$ cat config.mk
export PLATFORM = sky130hd
export DESIGN_NAME = serial_command_line_parser_unit
export DESIGN_NICKNAME = d
export VERILOG_FILES = /design/src/rtl/core/scp_pkg.sv /design/src/rtl/core/scp_line_store.sv /design/src/rtl/core/scp_decode.sv /design/src/rtl/core/serial_command_line_parser_unit.sv
export SDC_FILE = /design/constraint.sdc
export NUM_CORES = 1
export LEC_CHECK = 0
export ABC_AREA = 1
export BUFFER_PORTS_ARGS = -buffer_cell sky130_fd_sc_hd__buf_2
export CAP_MARGIN = 40
export CORE_MARGIN = 5
export CORE_UTILIZATION = 50
export DETAILED_ROUTE_END_ITERATION = 6
export PLACE_DENSITY = 0.64
export SLEW_MARGIN = 30
export SYNTH_ARGS = -nofsm -noshare
export SYNTH_HDL_FRONTEND = slang
export SYNTH_SLANG_ARGS = --single-unit
$ cat constraint.sdc
create_clock -name clk -period 17.34 [get_ports clk]
set_input_delay 0 -clock clk [delete_from_list [all_inputs] [get_ports clk]]
set_output_delay 0 -clock clk [all_outputs]
set_load 0.005 [all_outputs]
$ cat src/rtl/core/scp_pkg.sv
`default_nettype none

package scp_pkg;

  localparam int LINE_DEPTH_DEF     = 32;
  localparam int MAX_ARG_DIGITS_DEF = 5;

  // first argument byte follows the three command letters and one separator
  localparam int ARG_START = 4;
  localparam int PREFIX_LEN = 3;

  localparam logic [7:0] CHAR_TERM   = 8'h23;
  localparam logic [7:0] CHAR_NUL    = 8'h00;
  localparam logic [7:0] CHAR_P      = 8'h70;
  localparam logic [7:0] CHAR_W      = 8'h77;
  localparam logic [7:0] CHAR_M      = 8'h6d;
  localparam logic [7:0] CHAR_A      = 8'h61;
  localparam logic [7:0] CHAR_D      = 8'h64;
  localparam logic [7:0] CHAR_C      = 8'h63;
  localparam logic [7:0] CHAR_E      = 8'h65;
  localparam logic [7:0] CHAR_H      = 8'h68;
  localparam logic [7:0] CHAR_ZERO   = 8'h30;
  localparam logic [7:0] CHAR_NINE   = 8'h39;
  localparam logic [7:0] CHAR_UP_A   = 8'h41;
  localparam logic [7:0] CHAR_UP_F   = 8'h46;
  localparam logic [7:0] CHAR_LO_A   = 8'h61;
  localparam logic [7:0] CHAR_LO_F   = 8'h66;

  localparam logic [3:0] LETTER_BASE = 4'd10;

  typedef enum logic [1:0] {
    CMD_NONE = 2'd0,
    CMD_PWM  = 2'd1,
    CMD_ADC  = 2'd2,
    CMD_ECHO = 2'd3
  } cmd_t;

  typedef struct packed {
    logic       wr;
    logic       term;
    logic [7:0] data;
  } store_ctl_t;

  // argument bytes that lie inside the buffer
  function automatic int arg_slots(int depth, int digits);
    int room;
    room = depth - ARG_START;
    return (digits < room) ? digits : room;
  endfunction

  // bit 4 set when the byte is a digit, low bits its worth
  function automatic logic [4:0] digit_value(logic [7:0] c);
    logic [4:0] r;
    r = 5'd0;
    if (c >= CHAR_UP_A && c <= CHAR_UP_F) begin
      r = {1'b1, 4'(c - CHAR_UP_A) + LETTER_BASE};
    end else if (c >= CHAR_LO_A && c <= CHAR_LO_F) begin
      r = {1'b1, 4'(c - CHAR_LO_A) + LETTER_BASE};
    end else if (c >= CHAR_ZERO && c <= CHAR_NINE) begin
      r = {1'b1, 4'(c - CHAR_ZERO)};
    end
    return r;
  endfunction

endpackage

`default_nettype wire

$ cat src/rtl/core/scp_line_store.sv
`default_nettype none

module scp_line_store #(
  parameter int LINE_DEPTH     = scp_pkg::LINE_DEPTH_DEF,
  parameter int MAX_ARG_DIGITS = scp_pkg::MAX_ARG_DIGITS_DEF
) (
  input  wire logic                   clk,
  input  wire logic                   rst_n,
  input  wire scp_pkg::store_ctl_t    ctl_i,
  output logic [scp_pkg::PREFIX_LEN-1:0][7:0] prefix_o,
  output logic [scp_pkg::arg_slots(LINE_DEPTH, MAX_ARG_DIGITS)-1:0][7:0] arg_o
);

  localparam int ARG_SLOTS = scp_pkg::arg_slots(LINE_DEPTH, MAX_ARG_DIGITS);
  localparam int PW        = $clog2(LINE_DEPTH);
  localparam logic [PW-1:0] LAST_POS = PW'(LINE_DEPTH - 1);

  // only the bytes that decoding looks at are kept
  logic [scp_pkg::PREFIX_LEN-1:0][7:0] prefix_r;
  logic [ARG_SLOTS-1:0][7:0]           arg_r;
  logic [PW-1:0]                       wp_r;

  always_ff @(posedge clk) begin
    if (!rst_n) begin
      prefix_r <= '0;
      arg_r    <= '0;
      wp_r     <= '0;
    end else if (ctl_i.term) begin
      prefix_r <= '0;
      arg_r    <= '0;
      wp_r     <= '0;
    end else if (ctl_i.wr) begin
      for (int i = 0; i < scp_pkg::PREFIX_LEN; i++) begin
        if (wp_r == PW'(i)) prefix_r[i] <= ctl_i.data;
      end
      for (int i = 0; i < ARG_SLOTS; i++) begin
        if (wp_r == PW'(scp_pkg::ARG_START + i)) arg_r[i] <= ctl_i.data;
      end
      wp_r <= (wp_r == LAST_POS) ? '0 : wp_r + 1'b1;
    end
  end

  // the terminator's zero lands at the write position
  always_comb begin
    for (int i = 0; i < scp_pkg::PREFIX_LEN; i++) begin
      prefix_o[i] = (ctl_i.term && wp_r == PW'(i)) ? scp_pkg::CHAR_NUL : prefix_r[i];
    end
    for (int i = 0; i < ARG_SLOTS; i++) begin
      arg_o[i] = (ctl_i.term && wp_r == PW'(scp_pkg::ARG_START + i)) ?
                 scp_pkg::CHAR_NUL : arg_r[i];
    end
  end

endmodule

`default_nettype wire

$ cat src/rtl/core/scp_decode.sv
`default_nettype none

module scp_decode #(
  parameter int LINE_DEPTH     = scp_pkg::LINE_DEPTH_DEF,
  parameter int MAX_ARG_DIGITS = scp_pkg::MAX_ARG_DIGITS_DEF
) (
  input  wire logic [scp_pkg::PREFIX_LEN-1:0][7:0] prefix_i,
  input  wire logic [scp_pkg::arg_slots(LINE_DEPTH, MAX_ARG_DIGITS)-1:0][7:0] arg_i,
  input  wire logic                                radix_hex_i,
  output scp_pkg::cmd_t                            cmd_o,
  output logic [15:0]                              value_o
);

  localparam int ARG_SLOTS = scp_pkg::arg_slots(LINE_DEPTH, MAX_ARG_DIGITS);

  logic [15:0] acc;
  logic        run;
  logic [4:0]  dv;

  // digit scan stops at the first byte that is not a digit (a zero included)
  always_comb begin
    acc = '0;
    run = 1'b1;
    dv  = '0;
    for (int i = 0; i < ARG_SLOTS; i++) begin
      dv = scp_pkg::digit_value(arg_i[i]);
      if (run && dv[4]) begin
        if (radix_hex_i) acc = {acc[11:0], 4'd0} + {12'd0, dv[3:0]};
        else             acc = {acc[12:0], 3'd0} + {acc[14:0], 1'b0} + {12'd0, dv[3:0]};
      end else begin
        run = 1'b0;
      end
    end
  end

  always_comb begin
    cmd_o   = scp_pkg::CMD_NONE;
    value_o = '0;
    if (prefix_i[0] == scp_pkg::CHAR_P && prefix_i[1] == scp_pkg::CHAR_W &&
        prefix_i[2] == scp_pkg::CHAR_M) begin
      cmd_o   = scp_pkg::CMD_PWM;
      value_o = acc;
    end else if (prefix_i[0] == scp_pkg::CHAR_A && prefix_i[1] == scp_pkg::CHAR_D &&
                 prefix_i[2] == scp_pkg::CHAR_C) begin
      cmd_o = scp_pkg::CMD_ADC;
    end else if (prefix_i[0] == scp_pkg::CHAR_E && prefix_i[1] == scp_pkg::CHAR_C &&
                 prefix_i[2] == scp_pkg::CHAR_H) begin
      cmd_o = scp_pkg::CMD_ECHO;
    end
  end

endmodule

`default_nettype wire

$ cat src/rtl/core/serial_command_line_parser_unit.sv
// result: a terminator beat goes from the input register into the result register, and
// waits in the input register while a pending result is not taken; throughput: one byte
// per cycle but for such a wait; bytes other than the terminator never wait
// reset (rst_n low, synchronous): line buffer cleared, write position 0, radix decimal,
// both registers empty; no clearing pass follows
`default_nettype none

module serial_command_line_parser_unit #(
  parameter int LINE_DEPTH     = scp_pkg::LINE_DEPTH_DEF,
  parameter int MAX_ARG_DIGITS = scp_pkg::MAX_ARG_DIGITS_DEF
) (
  input  wire logic        clk,
  input  wire logic        rst_n,
  input  wire logic        cfg_wr_en,
  input  wire logic        cfg_wr_data,   // radix_hex
  input  wire logic        in_tvalid,
  output logic             in_tready,
  input  wire logic [7:0]  in_tdata,      // [7:0] rx_byte
  output logic             out_tvalid,
  input  wire logic        out_tready,
  output logic [23:0]      out_tdata      // [1:0] command, [17:2] argument value, rest zero
);

  localparam int ARG_SLOTS = scp_pkg::arg_slots(LINE_DEPTH, MAX_ARG_DIGITS);

  logic        radix_r;
  logic        in_valid_r;
  logic [7:0]  in_byte_r;
  logic        out_valid_r;
  logic [1:0]  out_cmd_r;
  logic [15:0] out_value_r;

  logic        is_term;
  logic        can_out;
  logic        advance;

  scp_pkg::store_ctl_t                 ctl;
  logic [scp_pkg::PREFIX_LEN-1:0][7:0] prefix;
  logic [ARG_SLOTS-1:0][7:0]           args;
  scp_pkg::cmd_t                       cmd;
  logic [15:0]                         value;

  assign is_term   = in_byte_r == scp_pkg::CHAR_TERM;
  assign can_out   = !out_valid_r || out_tready;
  assign advance   = in_valid_r && (!is_term || can_out);
  assign in_tready = !in_valid_r || advance;

  assign ctl.wr   = advance && !is_term;
  assign ctl.term = advance && is_term;
  assign ctl.data = in_byte_r;

  always_ff @(posedge clk) begin
    if (!rst_n) begin
      radix_r <= 1'b0;
    end else if (cfg_wr_en) begin
      radix_r <= cfg_wr_data;
    end
  end

  always_ff @(posedge clk) begin
    if (!rst_n) begin
      in_valid_r <= 1'b0;
    end else if (in_tready) begin
      in_valid_r <= in_tvalid;
    end
  end

  always_ff @(posedge clk) begin
    if (in_tready && in_tvalid) in_byte_r <= in_tdata;
  end

  scp_line_store #(
    .LINE_DEPTH     (LINE_DEPTH),
    .MAX_ARG_DIGITS (MAX_ARG_DIGITS)
  ) u_store (
    .clk      (clk),
    .rst_n    (rst_n),
    .ctl_i    (ctl),
    .prefix_o (prefix),
    .arg_o    (args)
  );

  scp_decode #(
    .LINE_DEPTH     (LINE_DEPTH),
    .MAX_ARG_DIGITS (MAX_ARG_DIGITS)
  ) u_decode (
    .prefix_i    (prefix),
    .arg_i       (args),
    .radix_hex_i (radix_r),
    .cmd_o       (cmd),
    .value_o     (value)
  );

  always_ff @(posedge clk) begin
    if (!rst_n) begin
      out_valid_r <= 1'b0;
    end else if (ctl.term) begin
      out_valid_r <= 1'b1;
    end else if (out_tready) begin
      out_valid_r <= 1'b0;
    end
  end

  always_ff @(posedge clk) begin
    if (ctl.term) begin
      out_cmd_r   <= cmd;
      out_value_r <= value;
    end
  end

  assign out_tvalid = out_valid_r;
  assign out_tdata  = {6'd0, out_value_r, out_cmd_r};

  // a byte other than the terminator never stalls in the input register
  a_plain_byte_flows: assert property (@(posedge clk) disable iff (!rst_n)
    in_valid_r && !is_term |-> advance)
    else $error("plain byte held in input register");

  // a result appears only after a terminator has left the input register
  a_result_from_term: assert property (@(posedge clk) disable iff (!rst_n)
    $rose(out_valid_r) |-> $past(in_valid_r && is_term))
    else $error("result without terminator");

  // the argument is reported for a pwm line only
  a_value_only_pwm: assert property (@(posedge clk) disable iff (!rst_n)
    out_valid_r && out_cmd_r != scp_pkg::CMD_PWM |-> out_value_r == 16'd0)
    else $error("argument on a non-pwm result");

  // a pending result is never overwritten before it is taken
  a_no_overwrite: assert property (@(posedge clk) disable iff (!rst_n)
    out_valid_r && !out_tready |-> !ctl.term)
    else $error("result overwritten while stalled");

endmodule

`default_nettype wire
# Word level (Yosys, flattened, before mapping)
# Index checks and enable logic that the tools add are counted.
[totals]
memories = 0
ram_bits = 0
out_inout_bits = 26
mem_bits_ro = 0
latch_bits = 0
reg_bits = 98
[classes]
order_cmp = 30
n_div = 0
mul = 0
n_reduce_logical = 54
mux = 41
n_shift = 0
eq_ne = 18
add_sub_neg = 38
bitwise_logic = 1
[ops]
columns = ["operator", "n"]
rows = [
  ["2-to-1 mux 16 bit", 8],
  ["adder 16 x 4 -> 16 bit", 7],
  [">= comparator 8 x 7 -> 1 bit (second input constant)", 10],
  ["less-or-equal comparator 8 x 7 -> 1 bit (second input constant)", 10],
  ["2-to-1 mux 5 bit", 16],
  ["equality test 8 x 7 -> 1 bit (second input constant)", 9],
  ["2-to-1 mux 8 bit", 8],
  ["subtractor 4 x 1 -> 4 bit (second input constant)", 15],
  ["adder 16 bit", 3],
  ["adder 4 bit (second input constant)", 10],
  [">= comparator 8 x 6 -> 1 bit (second input constant)", 5],
  ["less-or-equal comparator 8 x 6 -> 1 bit (second input constant)", 5],
  ["logical AND 1 bit", 37],
  ["equality test 5 x 3 -> 1 bit (second input constant)", 4],
  ["AND reduction 2 bit", 8],
  ["adder 8 x 4 -> 9 bit", 1],
  ["adder 7 x 5 -> 8 bit", 1],
  ["equality test 8 x 6 -> 1 bit (second input constant)", 1],
  ["2-to-1 mux 1 bit", 6],
  ["adder 5 x 1 -> 5 bit (second input constant)", 1],
  ["equality test 5 x 1 -> 1 bit (second input constant)", 1],
  ["equality test 5 x 2 -> 1 bit (second input constant)", 1],
  ["equality test 5 x 4 -> 1 bit (second input constant)", 1],
  ["equality test 5 bit (second input constant)", 1],
  ["other kinds (8)", 13],
]

# Depth between registers and ports, before layout
# Gate-level depths: netlist of run 1.
[logic_depth]
depth_word = 29
ltp_mapped = 67
mapped_depth_nobuf = 66

# Cells and area by module
# Synthesis of run 1 repeated with hierarchy kept, for this count alone.
[hier_totals]
hier_cells = 1520
area_unflattened_um2 = 9643.0
[modules_own_cells]
columns = ["module", "n_inst", "area_each_um2", "cells_each"]
rows = [
  ["scp_decode", 1, 4749.6, 829],
  ["scp_line_store", 1, 3858.7, 626],
  ["serial_command_line_parser_unit", 1, 1034.7, 65],
]

# Worst setup path after synthesis of run 1
# Ideal clock, no wire load.
[synth_timing]
kind = "reg-to-reg"
from = "register in_byte_r[2]"
to = "register out_value_r[15], data pin"
t_arrival_ns = 7.993
stages_incl_launch_ff = 59
t_required_ns = 17.080
setup_ns = 0.260
slack_ns = 9.087
cell_sequence = "edfxtp_1 buf_6 nor2_2 nand2_2 nor2_8 nand4_4 nand2_1 ha_1 inv_1 nand2_1 inv_1 nor2_2 nand2_4 o21ai_1 inv_1 fa_1 or2_2 nand3_1 [... 23 more ...] or2_2 a21oi_1 nand2_1 nand2_1 inv_1 ha_1 ha_1 a21oi_1 nor2_1 nor2_1 o211ai_1 or2_2 nand2_1 inv_1 nand3_1 nand3_1 nand3_1 a21oi_1"
[synth_via]
elab_chain_len = 29
word_cells_on_any_way = 140
classes_between = "add/sub (37); order compare (30); eq/ne (4); mux (36); reduce/logical (33)"
[synth_lines]
columns = ["element", "line", "text"]
rows = [
  ["start: declaration", "serial_command_line_parser_unit.sv:28", "logic [7:0] in_byte_r;"],
  ["start signal: assignment", "serial_command_line_parser_unit.sv:69", "if (in_tready && in_tvalid) in_byte_r <= in_tdata;"],
  ["equality test 8 x 6 -> 1 bit (*)", "serial_command_line_parser_unit.sv:43", "assign is_term = in_byte_r == scp_pkg::CHAR_TERM;"],
  ["zero test 1 bit", "serial_command_line_parser_unit.sv:45", "assign advance = in_valid_r && (!is_term || can_out);"],
  ["logical OR 1 bit", "serial_command_line_parser_unit.sv:45", ""],
  ["logical AND 1 bit", "serial_command_line_parser_unit.sv:45", ""],
  ["logical AND 1 bit (*)", "serial_command_line_parser_unit.sv:49", "assign ctl.term = advance && is_term;"],
  ["branches (longest 24 deep; another with adder 16 x 4 -> 16 bit)", "-", ""],
  ["end signal: assignment", "serial_command_line_parser_unit.sv:107", "out_value_r <= value;"],
  ["end: declaration", "serial_command_line_parser_unit.sv:31", "logic [15:0] out_value_r;"],
]
# Mark *: on every way between the ends.
# A chain may end at the register's enable or synchronous reset.

# Final worst setup path of run 1
[layout_timing]
from = "register in_byte_r[7]"
to = "register out_value_r[15], data pin"
# Same word-level chain as after synthesis.

==> run_summary.xml, run 1 <==
<?xml version="1.0" encoding="UTF-8"?>
<metrics>
  <group name="status">
    <metric name="run_status" unit="">completed</metric>
  </group>
  <group name="clocking">
    <metric name="cts_hold_repair.buffers" unit="">14</metric>
    <metric name="cts.repair.resized" unit="">0</metric>
    <metric name="cts_post_setup_buffers_inserted" unit="">0</metric>
    <metric name="tritoncts_num_sinks" unit="">98</metric>
    <metric name="clk_root_buffer_cell" unit="">clkbuf_16</metric>
    <metric name="worst_skew_pair.late_latency" unit="ps">350</metric>
    <metric name="cts-htree-levels" unit="">3</metric>
    <metric name="path_clk_slew" unit="ps">70</metric>
    <metric name="cts_made_buffers" unit="">9</metric>
    <metric name="ctsLongestPathBuffers" unit="">2</metric>
    <metric name="cts_tree" unit="">done</metric>
  </group>
  <group name="logic_synthesis">
    <metric name="post_synth_main_area_contributors" unit="">dfxtp_1, ha_1, nand2_1, edfxtp_1, a21oi_1</metric>
    <metric name="synth_common_cells" unit="">nand2_1, inv_1, a21oi_1</metric>
    <metric name="ys_seq_area_frac" unit="">0.265</metric>
    <metric name="syn-instance-count" unit="">1176</metric>
    <metric name="yosys.area.top_type_share" unit="">0.172</metric>
    <metric name="mappedNetlistArea" unit="sq mm">0.00838</metric>
    <metric name="count_of_distinct_cell_types_in_the_synthesized_netlist" unit="">52</metric>
    <metric name="synth.most_common_cell" unit="">nand2_1</metric>
    <metric name="total_number_of_yosys_warnings" unit="">0</metric>
    <metric name="synth.ff_latch_count" unit="">98</metric>
    <metric name="synth_area_leader" unit="">dfxtp_1</metric>
    <metric name="postSynth.asyncResetShare" unit="">0</metric>
    <metric name="ys.flop_type" unit="">dfxtp_1</metric>
    <metric name="syn_area_per_cell" unit="sq um">7.13</metric>
    <metric name="synth_enable_flop_cells" unit="">26</metric>
  </group>
  <group name="timing">
    <metric name="period_needed" unit="ps">9220</metric>
    <metric name="timing.final.crit_share" unit="">0.532</metric>
    <metric name="setup_viol" unit="">0</metric>
    <metric name="highest_achievable_clock_rate" unit="GHz">0.108</metric>
    <metric name="worst_slew_margin_rel" unit="">0.488</metric>
    <metric name="report.final.slew_viol_count" unit="">0</metric>
    <metric name="max_slew.worst_pin.slew" unit="ps">762</metric>
    <metric name="hold_viol" unit="">0</metric>
    <metric name="unrepaired_setup_endpoints_after_global_routing" unit="">false</metric>
    <metric name="fin_setup_tns" unit="ps">0</metric>
    <metric name="finClkSkew" unit="ps">5.49</metric>
  </group>
  <group name="drt">
    <metric name="drt_drc_violations_left" unit="">0</metric>
    <metric name="drt_wl_total" unit="mm">20.3</metric>
    <metric name="route.detailed.wl_per_inst" unit="microns">14.3</metric>
    <metric name="dr_total_vias" unit="">7585</metric>
    <metric name="detail-route-antenna-nets" unit="">0</metric>
    <metric name="detail_route.iter0.violations" unit="">571</metric>
    <metric name="route.detailed.vias_per_inst" unit="">5.31</metric>
    <metric name="drt_pass1_iterations" unit="">5</metric>
  </group>
  <group name="floorplanning">
    <metric name="die_x" unit="microns">139</metric>
    <metric name="ios" unit="">40</metric>
    <metric name="initial_utilization" unit="">0.507</metric>
    <metric name="core_area" unit="sq mm">0.0165</metric>
    <metric name="placementRows" unit="">47</metric>
    <metric name="die_y" unit="microns">139</metric>
    <metric name="die_area" unit="sq mm">0.0195</metric>
  </group>
  <group name="setup_path">
    <metric name="timing.critical_path.slowest_stage_cell" unit="">fa_1</metric>
    <metric name="arrival_time_at_the_worst_endpoint" unit="ps">9300</metric>
    <metric name="timing_worst_setup_path_type" unit="">reg -&gt; reg</metric>
    <metric name="rrSetupSlack" unit="ps">8120</metric>
    <metric name="biggest_fanout_along_the_worst_timing_path" unit="">9</metric>
    <metric name="r2r.worst_path.cells" unit="">57</metric>
    <metric name="critical_path.startpoint_type" unit="">flip-flop</metric>
    <metric name="path_buf_inv" unit="">9</metric>
    <metric name="timing.critical_path.max_delay_family" unit="">simple AND/OR/NAND/NOR gates</metric>
    <metric name="timing.rr.start" unit="">in_byte_r[7]</metric>
    <metric name="critical_path.max_stage_delay" unit="ps">560</metric>
    <metric name="cp-end-kind" unit="">flip-flop</metric>
    <metric name="timing.critical_path.mode_cell" unit="">nand2_1</metric>
    <metric name="timing.critical_path.depth" unit="">57</metric>
    <metric name="worst-endpoint-required" unit="ps">17410</metric>
    <metric name="reg2reg_to" unit="">out_value_r[15]</metric>
  </group>
  <group name="pwr">
    <metric name="report.power.total" unit="W">0.000468</metric>
    <metric name="power_switching" unit="W">0.000120</metric>
    <metric name="clkPwrFrac" unit="">0.415</metric>
    <metric name="p_sw_frac" unit="">0.257</metric>
    <metric name="power_report.internal_total" unit="W">0.000348</metric>
    <metric name="comb_power_share" unit="">0.063</metric>
    <metric name="power-per-cell-area" unit="mW/mm^2">51.5</metric>
    <metric name="ir_worst_vdd" unit="mV">0.0653</metric>
    <metric name="cellLeakagePower" unit="nW">4.40</metric>
    <metric name="power.share.sequential" unit="">0.522</metric>
  </group>
  <group name="finish">
    <metric name="stdcell_count" unit="">1428</metric>
    <metric name="final_core_utilization" unit="">0.550</metric>
    <metric name="post_route_cells_drive_above_1_share" unit="">0.124</metric>
    <metric name="finished_cell_area" unit="sq mm">0.00909</metric>
    <metric name="final_nets" unit="">1319</metric>
    <metric name="antennaDiodeCount" unit="">0</metric>
    <metric name="area_growth_syn_to_layout" unit="%">8.43</metric>
  </group>
  <group name="grt">
    <metric name="global_route_wire_length_before_repair" unit="mm">34.4</metric>
    <metric name="grt_antenna_before_repair" unit="">0</metric>
    <metric name="globalRoute.totalOverflow" unit="">0</metric>
    <metric name="first_global_vias" unit="">7146</metric>
    <metric name="grt_max_degree" unit="">43</metric>
    <metric name="grt.total_usage" unit="">0.212</metric>
  </group>
  <group name="placed_design">
    <metric name="place_hpwl" unit="mm">15.7</metric>
    <metric name="numPlacedInstances" unit="">1397</metric>
    <metric name="place_area" unit="sq mm">0.00865</metric>
    <metric name="routability_congestion_estimate" unit="">0.908</metric>
    <metric name="placement.io_buffers" unit="">33</metric>
  </group>
  <group name="worst_hold_path">
    <metric name="holdPathEnd" unit="">in_byte_r[6]</metric>
    <metric name="min_from" unit="">in_tdata[6]</metric>
    <metric name="min_delay_path_depth" unit="">2</metric>
    <metric name="hold_path_class" unit="">in -&gt; reg</metric>
  </group>
  <group name="flow_run">
    <metric name="drv.max_cap_violation_count" unit="">0</metric>
  </group>
</metrics>
==> placed cells by master (no fill, tap or decap), types with 9 or more instances in the layout <==
| cell type | synthesis | layout |
|---|---|---|
| nand3_1 | 79 | 79 |
| a21oi_1 | 139 | 139 |
| o21ai_0 | 70 | 70 |
| buf_2 | 6 | 33 |
| inv_2 | 19 | 19 |
| inv_1 | 140 | 140 |
| ha_1 | 94 | 94 |
| nand4_1 | 18 | 18 |
| nor3_1 | 10 | 10 |
| dlygate4sd3_1 | 0 | 14 |
| clkbuf_16 | 0 | 9 |
| dfxtp_1 | 72 | 72 |
| xor2_1 | 14 | 14 |
| edfxtp_1 | 26 | 26 |
| nand2_2 | 17 | 17 |
| nand2_1 | 249 | 249 |
| nor2_1 | 57 | 56 |
| o21ai_1 | 12 | 12 |
| or2_2 | 9 | 9 |
| o21ai_2 | 10 | 10 |
==> per-layer routing <==
layer | track usage | vias to the layer above | wire length, microns
met1 | 0.283 | 3447 | 9610
met3 | 0.0298 | 17 | 818
met2 | 0.361 | 162 | 9690
met5 | 0 | - | 0
met4 | 0.0525 | 0 | 228
li1 | - | 3959 | -
==> power by group through the flow <==
stage	Combinational, W	Clock, W	Sequential, W
after floorplan	0.0000229	0	0.000246
after global placement	0.0000264	0	0.000249
after detailed placement	0.0000266	0	0.000250
after CTS	0.0000291	0.000198	0.000244
after global routing	0.0000330	0.000210	0.000245
final	0.0000296	0.000194	0.000244
==> worst register-to-register path, delay by kind of cell, from the launching register on <==
kind	cells	cell delay, ps
simple gates	31	3410
fa+ha+maj	8	2960
compound gates	9	1330
buf+inv	9	680
flops	1	550
==> logic make-up after synthesis <==
| group | share of synthesized area |
|---|---|
| xor+xnor | 0.0230 |
| flops | 0.265 |
| other cells | 0.000447 |
| mux | 0.00119 |
| fa+ha+maj | 0.159 |
| compound gates | 0.176 |
| simple gates | 0.272 |
| buf+inv | 0.103 |
==> per-stage QoR <==
stage | setup WS, ps | hold WS (ps)
2_1_floorplan | 9090 | 98.9
3_3_place_gp | 8230 | 177
3_5_place_dp | 8130 | 178
4_1_cts | 8110 | 346
5_1_grt | 7060 | 358
6_report | 8120 | 364
==> worst max path at each step <==
stage,start,endpoint,slack [ps]
floorplan,in_byte_r[2],out_value_r[15],9090
CTS,in_byte_r[6],out_value_r[15],8110
global route,in_byte_r[1],out_value_r[15],7060
finish,in_byte_r[7],out_value_r[15],8120
detailed placement,in_byte_r[6],out_value_r[15],8130
global placement,in_byte_r[4],out_value_r[15],8230
==> sequential cells by signal, indices dropped and copies added, names as in the netlist <==
| signal | count |
|---|---|
| radix_r | 1 |
| u_store.prefix_r | 24 |
| in_byte_r | 8 |
| u_store.arg_r | 40 |
| out_tvalid | 1 |
| u_store.wp_r | 5 |
| out_value_r | 16 |
| out_cmd_r | 2 |
| in_valid_r | 1 |
==> layout make-up <==
class / instances / area [sq um]
multi-input cells: 879 / 5330
well taps: 220 / 275
inverters: 162 / 616
clock inverters: 7 / 63.8
flip-flops and latches: 98 / 2220
fillers: 1655 / 7430
clock buffers: 9 / 225
repair buffers: 53 / 362
No activity file was read; power rests on OpenSTA's default activity.
==> run 2, diff against run 1 <==
--- a/config.mk
+++ b/config.mk
@@ -5,13 +5,13 @@
 export SDC_FILE = /design/constraint.sdc
 export NUM_CORES = 1
 export LEC_CHECK = 0
-export ABC_AREA = 1
+export ABC_AREA = 0
 export BUFFER_PORTS_ARGS = -buffer_cell sky130_fd_sc_hd__buf_2
 export CAP_MARGIN = 40
 export CORE_MARGIN = 5
 export CORE_UTILIZATION = 50
 export DETAILED_ROUTE_END_ITERATION = 6
-export PLACE_DENSITY = 0.64
+export PLACE_DENSITY = 0.67
 export SLEW_MARGIN = 30
 export SYNTH_ARGS = -nofsm -noshare
 export SYNTH_HDL_FRONTEND = slang
==> constraint.sdc (replaced) <==
create_clock -name clk -period 7.8 [get_ports clk]
set_input_delay 0 -clock clk [delete_from_list [all_inputs] [get_ports clk]]
set_output_delay 0 -clock clk [all_outputs]
set_load 0.005 [all_outputs]
==> run 2 against run 1 <==
  * Synthesized area is 1.7% lower
  * The flow now finishes with violations (setup timing)
  * Utilization rose by 15 points
  * Clock-buffer cell count stayed put
  * Wire length rose by 16%
  * Clock power up 140%
  * Non-clock buffer count is 200 higher
  * Largest cell class unchanged
  * Sequential power up 120%
  * Via count increased by 6.5%
==> run_summary.xml, run 2 <==
<?xml version="1.0" encoding="UTF-8"?>
<metrics>
  <group name="logic_synthesis">
    <metric name="yosys.area_share.simple" unit="">0.229</metric>
    <metric name="ys.flop_type" unit="">dfxtp_1</metric>
    <metric name="post_synth_mux_area_share" unit="">0.0619</metric>
    <metric name="synth.most_common_cell" unit="">nand2_1</metric>
    <metric name="postSynth.asyncResetShare" unit="">0</metric>
    <metric name="synth_enable_flop_cells" unit="">26</metric>
    <metric name="synthXorXnorAreaFrac" unit="">0.0358</metric>
    <metric name="synth_common_cells" unit="">nand2_1, ha_1, a21oi_1</metric>
    <metric name="synth.ff_latch_count" unit="">98</metric>
    <metric name="post_synth_fa_ha_maj_area_fraction" unit="">0.162</metric>
    <metric name="yosys.area.top_type_share" unit="">0.175</metric>
    <metric name="total_number_of_yosys_warnings" unit="">0</metric>
    <metric name="dominant_combinational_cell_family_by_area_after_synthesis" unit="">simple AND/OR/NAND/NOR gates</metric>
    <metric name="compound_gate_fraction_of_synth_area" unit="">0.191</metric>
    <metric name="synth_area_leader" unit="">dfxtp_1</metric>
    <metric name="count_of_distinct_cell_types_in_the_synthesized_netlist" unit="">88</metric>
    <metric name="syn-instance-count" unit="">986</metric>
    <metric name="ys_seq_area_frac" unit="">0.270</metric>
    <metric name="mappedNetlistArea" unit="sq mm">0.00824</metric>
    <metric name="syn_area_per_cell" unit="sq um">8.36</metric>
    <metric name="post_synth_main_area_contributors" unit="">dfxtp_1, ha_1, edfxtp_1, a21oi_1, mux2i_1</metric>
  </group>
  <group name="grt">
    <metric name="grt.total_usage" unit="">0.239</metric>
    <metric name="global_route_wire_length_before_repair" unit="mm">38.5</metric>
    <metric name="first_global_vias" unit="">8004</metric>
    <metric name="grt_antenna_before_repair" unit="">1</metric>
    <metric name="globalRoute.totalOverflow" unit="">0</metric>
    <metric name="grt_max_degree" unit="">37</metric>
  </group>
  <group name="timing">
    <metric name="unrepaired_setup_endpoints_after_global_routing" unit="">true</metric>
    <metric name="fin_setup_tns" unit="ps">-4560</metric>
    <metric name="worst_slack" unit="ps">-856</metric>
    <metric name="final.hold.worst_slack" unit="ps">10.6</metric>
    <metric name="highest_achievable_clock_rate" unit="GHz">0.116</metric>
    <metric name="finClkSkew" unit="ps">13.5</metric>
    <metric name="setup_viol" unit="">9</metric>
    <metric name="report.final.slew_viol_count" unit="">0</metric>
    <metric name="period_needed" unit="ps">8660</metric>
    <metric name="timing.final.crit_share" unit="">1.11</metric>
    <metric name="worst_slew_margin_rel" unit="">0.484</metric>
    <metric name="hold_viol" unit="">0</metric>
    <metric name="max_slew.worst_pin.slew" unit="ps">767</metric>
  </group>
  <group name="finish">
    <metric name="area_of_the_multi_input_gates" unit="sq mm">0.00658</metric>
    <metric name="ff_latch_area" unit="sq mm">0.00223</metric>
    <metric name="area_growth_syn_to_layout" unit="%">38.7</metric>
    <metric name="antennaDiodeCount" unit="">0</metric>
    <metric name="post_route_cells_drive_above_1_share" unit="">0.355</metric>
    <metric name="stdcell_count" unit="">1428</metric>
    <metric name="most_common_cell_after_layout_fill_and_taps_aside" unit="">buf_4</metric>
    <metric name="final_cell_mix" unit="">buf_4, nand2_1, nor2_1</metric>
    <metric name="largest_reg_flops" unit="">40</metric>
    <metric name="largestRegisters" unit="">u_store.arg_r: 40 flops, u_store.prefix_r: 24 flops, out_value_r: 16 flops</metric>
    <metric name="final_nets" unit="">1319</metric>
    <metric name="nFillCells" unit="">1295</metric>
    <metric name="regMostFlops" unit="">u_store.arg_r</metric>
  </group>
  <group name="pwr">
    <metric name="power-per-cell-area" unit="mW/mm^2">94.4</metric>
    <metric name="ir_worst_vdd" unit="mV">0.164</metric>
    <metric name="report.power.total" unit="W">0.00108</metric>
    <metric name="cellLeakagePower" unit="nW">5.04</metric>
  </group>
  <group name="clocking">
    <metric name="cts-htree-levels" unit="">3</metric>
    <metric name="worst_skew_pair.late_latency" unit="ps">360</metric>
    <metric name="path_clk_slew" unit="ps">80</metric>
    <metric name="clk_root_buffer_cell" unit="">clkbuf_16</metric>
    <metric name="ctsLongestPathBuffers" unit="">2</metric>
    <metric name="cts_made_buffers" unit="">9</metric>
    <metric name="tritoncts_num_sinks" unit="">98</metric>
    <metric name="cts_tree" unit="">done</metric>
  </group>
  <group name="setup_path">
    <metric name="timing_worst_setup_path_type" unit="">reg -&gt; reg</metric>
    <metric name="timing.critical_path.slowest_stage_cell" unit="">fa_2</metric>
    <metric name="timing.critical_path.max_delay_family" unit="">compound AO/OA/AOI/OAI gates</metric>
    <metric name="critical_path.startpoint_type" unit="">flip-flop</metric>
    <metric name="worst-endpoint-required" unit="ps">7980</metric>
    <metric name="biggest_fanout_along_the_worst_timing_path" unit="">4</metric>
    <metric name="arrival_time_at_the_worst_endpoint" unit="ps">8840</metric>
    <metric name="timing.critical_path.mode_cell" unit="">ha_4</metric>
    <metric name="cp-end-kind" unit="">flip-flop</metric>
    <metric name="path_buf_inv" unit="">2</metric>
    <metric name="critical_path.max_stage_delay" unit="ps">570</metric>
  </group>
  <group name="floorplanning">
    <metric name="die_area" unit="sq mm">0.0192</metric>
    <metric name="die_y" unit="microns">138</metric>
    <metric name="die_x" unit="microns">138</metric>
    <metric name="placementRows" unit="">47</metric>
    <metric name="initial_utilization" unit="">0.504</metric>
    <metric name="core_area" unit="sq mm">0.0163</metric>
    <metric name="ios" unit="">40</metric>
  </group>
  <group name="status">
    <metric name="failed_checks" unit="">setup timing</metric>
    <metric name="run_status" unit="">finished with violations</metric>
  </group>
  <group name="placed_design">
    <metric name="routability_congestion_estimate" unit="">0.873</metric>
    <metric name="pre_cts_slack" unit="ps">-1210</metric>
    <metric name="numPlacedInstances" unit="">1377</metric>
    <metric name="place_hpwl" unit="mm">17.1</metric>
    <metric name="placement.io_buffers" unit="">33</metric>
  </group>
  <group name="flow_run">
    <metric name="drv.max_cap_violation_count" unit="">0</metric>
  </group>
  <group name="drt">
    <metric name="drt_wl_total" unit="mm">23.5</metric>
    <metric name="route.detailed.wl_per_inst" unit="microns">16.5</metric>
    <metric name="detail-route-antenna-nets" unit="">0</metric>
    <metric name="route.detailed.vias_per_inst" unit="">5.66</metric>
    <metric name="detail_route.iter0.violations" unit="">463</metric>
    <metric name="dr_total_vias" unit="">8079</metric>
    <metric name="drt_pass1_iterations" unit="">5</metric>
    <metric name="drt_drc_violations_left" unit="">0</metric>
  </group>
  <group name="worst_hold_path">
    <metric name="hold_path_class" unit="">in -&gt; reg</metric>
  </group>
</metrics>
[run 2: changes by cell type after synthesis, sizes merged, moves of 10 or more]
cell	change
nand2	-172
inv	-125
a21oi	-51
mux2i	+41
o21ai	-41
nand3	-30
nor2	+25
nand4	-15
a211oi	+13
nor2b	+12
and3	+11
a21o	+10
[run 2: path summary, 6_finish.rpt]
kind	from	cells past startpoint	slack (ps)	end
worst max-delay path	u_store.wp_r[4]	43	-860	out_value_r[15]
worst min-delay path	out_tready	3	10	out_tvalid
worst max register to register	u_store.wp_r[4]	43	-860	out_value_r[15]
worst min register to register	u_store.arg_r[29]	2	460	u_store.arg_r[29]
[run 2: cells by family after synthesis]
group,after synthesis
AO/OA/AOI/OAI,249
XOR/XNOR,32
adder cells (fa/ha/maj),102
buffers and inverters,92
flip-flops,98
multiplexers,49
other,1
AND/OR/NAND/NOR,363
[run 2: repair_timing]
action	in CTS	in global routing
setup endpoints to repair	11	11
setup buffers	13	7
endpoints found under the hold margin	11	0
gates resized for setup	73	32
hold buffers	14	0
pin swaps	48	30
[run 2: worst register-to-register path, delay by kind of cell, from the launching register on]
kind / cells / cell delay, ps
AOI/OAI and AO/OA: 18 / 3150
buffers and inverters: 2 / 190
xor gates and xnor gates: 3 / 490
muxes: 1 / 270
and+or+nand+nor: 10 / 1330
adders and majority gates: 9 / 2680
DFF: 1 / 320
[run 2: cell type report]
type	count	area share
Inverter	38	0.0125
Sequential cell	98	0.195
Tap cell	220	0.0241
Clock inverter	7	0.00712
Timing Repair Buffer	253	0.167
Clock buffer	9	0.0197
Multi-Input combinational cell	803	0.575
[run 2: power by group]
group | switching (W) | leakage, nW | internal [W]
combinational | 0.0000504 | 4.02 | 0.0000349
sequential | 0.00000734 | 0.870 | 0.000528
clock | 0.000230 | 0.150 | 0.000230
[run 2: metal layers]
| metal | GRT usage | share of wire |
|---|---|---|
| met1 | 0.285 | 0.42 |
| met2 | 0.426 | 0.50 |
| met3 | 0.0401 | 0.039 |
| met4 | 0.101 | 0.038 |
| met5 | 0 | 0.00055 |
[run 2: stage by stage]
step	util	cell area, sq um
final	0.699	11400
after global routing	0.699	11400
after CTS	0.685	11200
after detailed placement	0.627	10200
after global placement	0.625	10200
after floorplan	-	8650
==> run 3, diff against run 2 <==
==> constraint.sdc (replaced) <==
create_clock -name clk -period 7.8 [get_ports clk]
set_input_delay 0.39 -clock clk [delete_from_list [all_inputs] [get_ports clk]]
set_output_delay 0.39 -clock clk [all_outputs]
set_load 0.005 [all_outputs]
==> run 3 against run 2 <==
  * The run ends with DRC, setup timing left
  * Global-route usage down 0.96 points
  * Register-to-register slack lost 220 ps
  * Worst setup slack worse by 220 ps
  * Sequential share of layout area rose by 0.35 points
  * Sequential cell count unchanged
  * Via count fell by 2.5%
  * Fmax fell by 2.5%
  * Utilization down 1.2 points
  * Die area is the same
==> run_summary.xml, run 3 (synthesis gave the netlist of run 2 again) <==
<?xml version="1.0" encoding="UTF-8"?>
<metrics>
  <group name="placed_design">
    <metric name="placement.io_buffers" unit="">33</metric>
    <metric name="routability_congestion_estimate" unit="">0.877</metric>
    <metric name="pre_cts_slack" unit="ps">-1300</metric>
    <metric name="place_hpwl" unit="mm">17.2</metric>
    <metric name="place_area" unit="sq mm">0.0103</metric>
  </group>
  <group name="clocking">
    <metric name="cts-htree-levels" unit="">3</metric>
    <metric name="clk_root_buffer_cell" unit="">clkbuf_16</metric>
    <metric name="tritoncts_num_sinks" unit="">98</metric>
    <metric name="ctsLongestPathBuffers" unit="">2</metric>
    <metric name="cts_made_buffers" unit="">9</metric>
    <metric name="worst_skew_pair.late_latency" unit="ps">370</metric>
    <metric name="cts_tree" unit="">done</metric>
    <metric name="cts_hold_repair.buffers" unit="">0</metric>
    <metric name="path_clk_slew" unit="ps">90</metric>
  </group>
  <group name="grt">
    <metric name="globalRoute.totalOverflow" unit="">0</metric>
    <metric name="grt.total_usage" unit="">0.230</metric>
    <metric name="global_route_wire_length_before_repair" unit="mm">37.1</metric>
    <metric name="grt_max_degree" unit="">37</metric>
    <metric name="grt_antenna_before_repair" unit="">0</metric>
    <metric name="first_global_vias" unit="">7822</metric>
  </group>
  <group name="finish">
    <metric name="post_route_cells_drive_above_1_share" unit="">0.351</metric>
    <metric name="finished_cell_area" unit="sq mm">0.0112</metric>
    <metric name="final_nets" unit="">1306</metric>
    <metric name="largestRegisters" unit="">u_store.arg_r: 40 flops, u_store.prefix_r: 24 flops, out_value_r: 16 flops</metric>
    <metric name="final_cell_mix" unit="">buf_4, nand2_1, nor2_1</metric>
    <metric name="most_common_cell_after_layout_fill_and_taps_aside" unit="">buf_4</metric>
    <metric name="regMostFlops" unit="">u_store.arg_r</metric>
    <metric name="antennaDiodeCount" unit="">0</metric>
    <metric name="largest_reg_flops" unit="">40</metric>
    <metric name="area_growth_syn_to_layout" unit="%">36.3</metric>
  </group>
  <group name="timing">
    <metric name="finClkSkew" unit="ps">21.9</metric>
    <metric name="report.final.slew_viol_count" unit="">0</metric>
    <metric name="final.hold.worst_slack" unit="ps">207</metric>
    <metric name="timing.final.crit_share" unit="">1.14</metric>
    <metric name="period_needed" unit="ps">8880</metric>
    <metric name="unrepaired_setup_endpoints_after_global_routing" unit="">true</metric>
    <metric name="worst_slack" unit="ps">-1080</metric>
    <metric name="highest_achievable_clock_rate" unit="GHz">0.113</metric>
    <metric name="max_slew.worst_pin.slew" unit="ps">714</metric>
    <metric name="hold_viol" unit="">0</metric>
    <metric name="worst_slew_margin_rel" unit="">0.520</metric>
    <metric name="setup_viol" unit="">8</metric>
  </group>
  <group name="floorplanning">
    <metric name="die_y" unit="microns">138</metric>
    <metric name="core_area" unit="sq mm">0.0163</metric>
    <metric name="initial_utilization" unit="">0.504</metric>
    <metric name="ios" unit="">40</metric>
    <metric name="die_x" unit="microns">138</metric>
    <metric name="die_area" unit="sq mm">0.0192</metric>
    <metric name="placementRows" unit="">47</metric>
  </group>
  <group name="drt">
    <metric name="drt_pass1_iterations" unit="">7</metric>
    <metric name="detail-route-antenna-nets" unit="">0</metric>
    <metric name="route.detailed.vias_per_inst" unit="">5.56</metric>
    <metric name="route.detailed.wl_per_inst" unit="microns">16.4</metric>
    <metric name="dr_total_vias" unit="">7874</metric>
    <metric name="drt_drc_violations_left" unit="">1</metric>
    <metric name="drt_wl_total" unit="mm">23.2</metric>
    <metric name="detail_route.iter0.violations" unit="">391</metric>
  </group>
  <group name="setup_path">
    <metric name="worst-endpoint-required" unit="ps">7950</metric>
    <metric name="timing.critical_path.slowest_stage_cell" unit="">fa_1</metric>
    <metric name="cp-end-kind" unit="">flip-flop</metric>
    <metric name="critical_path.startpoint_type" unit="">flip-flop</metric>
    <metric name="critical_path.max_stage_delay" unit="ps">520</metric>
    <metric name="timing.critical_path.mode_cell" unit="">ha_4</metric>
    <metric name="biggest_fanout_along_the_worst_timing_path" unit="">5</metric>
    <metric name="arrival_time_at_the_worst_endpoint" unit="ps">9020</metric>
    <metric name="timing_worst_setup_path_type" unit="">reg -&gt; reg</metric>
  </group>
  <group name="status">
    <metric name="failed_checks" unit="">DRC, setup timing</metric>
    <metric name="run_status" unit="">finished with violations</metric>
  </group>
  <group name="pwr">
    <metric name="power-per-cell-area" unit="mW/mm^2">96.5</metric>
    <metric name="ir_worst_vdd" unit="mV">0.199</metric>
    <metric name="cellLeakagePower" unit="nW">5.00</metric>
  </group>
  <group name="flow_run">
    <metric name="drv.max_cap_violation_count" unit="">0</metric>
  </group>
  <group name="worst_hold_path">
    <metric name="hold_path_class" unit="">in -&gt; reg</metric>
  </group>
</metrics>
==> run 3: path summary, 6_finish.rpt <==
path	startpoint	endpoint	slack, ps	depth (start not counted)
max	u_store.wp_r[3]	out_value_r[15]	-1080	45
min	in_tdata[4]	in_byte_r[4]	210	1
max reg2reg	u_store.wp_r[3]	out_value_r[15]	-1080	45
min reg2reg	u_store.arg_r[5]	u_store.arg_r[5]	460	2
==> run 3: final cells by class <==
cell class / instances / area, sq um
clock buffers: 9 / 225
clock inverters: 7 / 86.3
fillers: 1344 / 5110
inverters: 38 / 143
multi-input cells: 803 / 6500
flip-flops and latches: 98 / 2230
well taps: 220 / 275
repair buffers: 240 / 1780
==> run 3: per-stage QoR <==
stage,util,TNS [ps],cells,total power (W)
final,0.687,-5280,1415,0.00108
after global routing,0.687,-8820,1415,0.00111
after CTS,0.663,-4550,1402,0.00109
after detailed placement,0.627,-6630,1378,0.000622
after global placement,0.625,-4630,1376,0.000619
after floorplan,-,-2260,993,0.000593
==> run 3: critical path: cells and delay by family (launching register included) <==
family | cells | cell delay, ps
AO/OA/AOI/OAI | 16 | 2750
flip-flops | 1 | 330
AND/OR/NAND/NOR | 13 | 1890
adder cells (fa/ha/maj) | 9 | 2740
buffers and inverters | 4 | 360
XOR/XNOR | 2 | 300
multiplexers | 1 | 270
==> run 3: metal layers <==
layer  wire, microns  vias to the layer above  global-route usage
met1           10100                     3703               0.283
met5               0                        -                   0
li1                -                     3955                   -
met3             732                       44              0.0266
met2           11800                      172               0.421
met4             576                        0              0.0681
==> run 3: what timing repair did <==
action                                  4_1_cts  5_1_grt
pin swaps                                    19       58
buffers inserted                              9       13
endpoints found under the setup margin       11       11
resized for setup                            43       51
==> run 3: power breakdown <==
part           internal [W]  switching [W]  leakage [nW]
Combinational     0.0000295      0.0000493          3.97
Clock              0.000231       0.000240         0.151
Sequential         0.000528     0.00000730         0.871
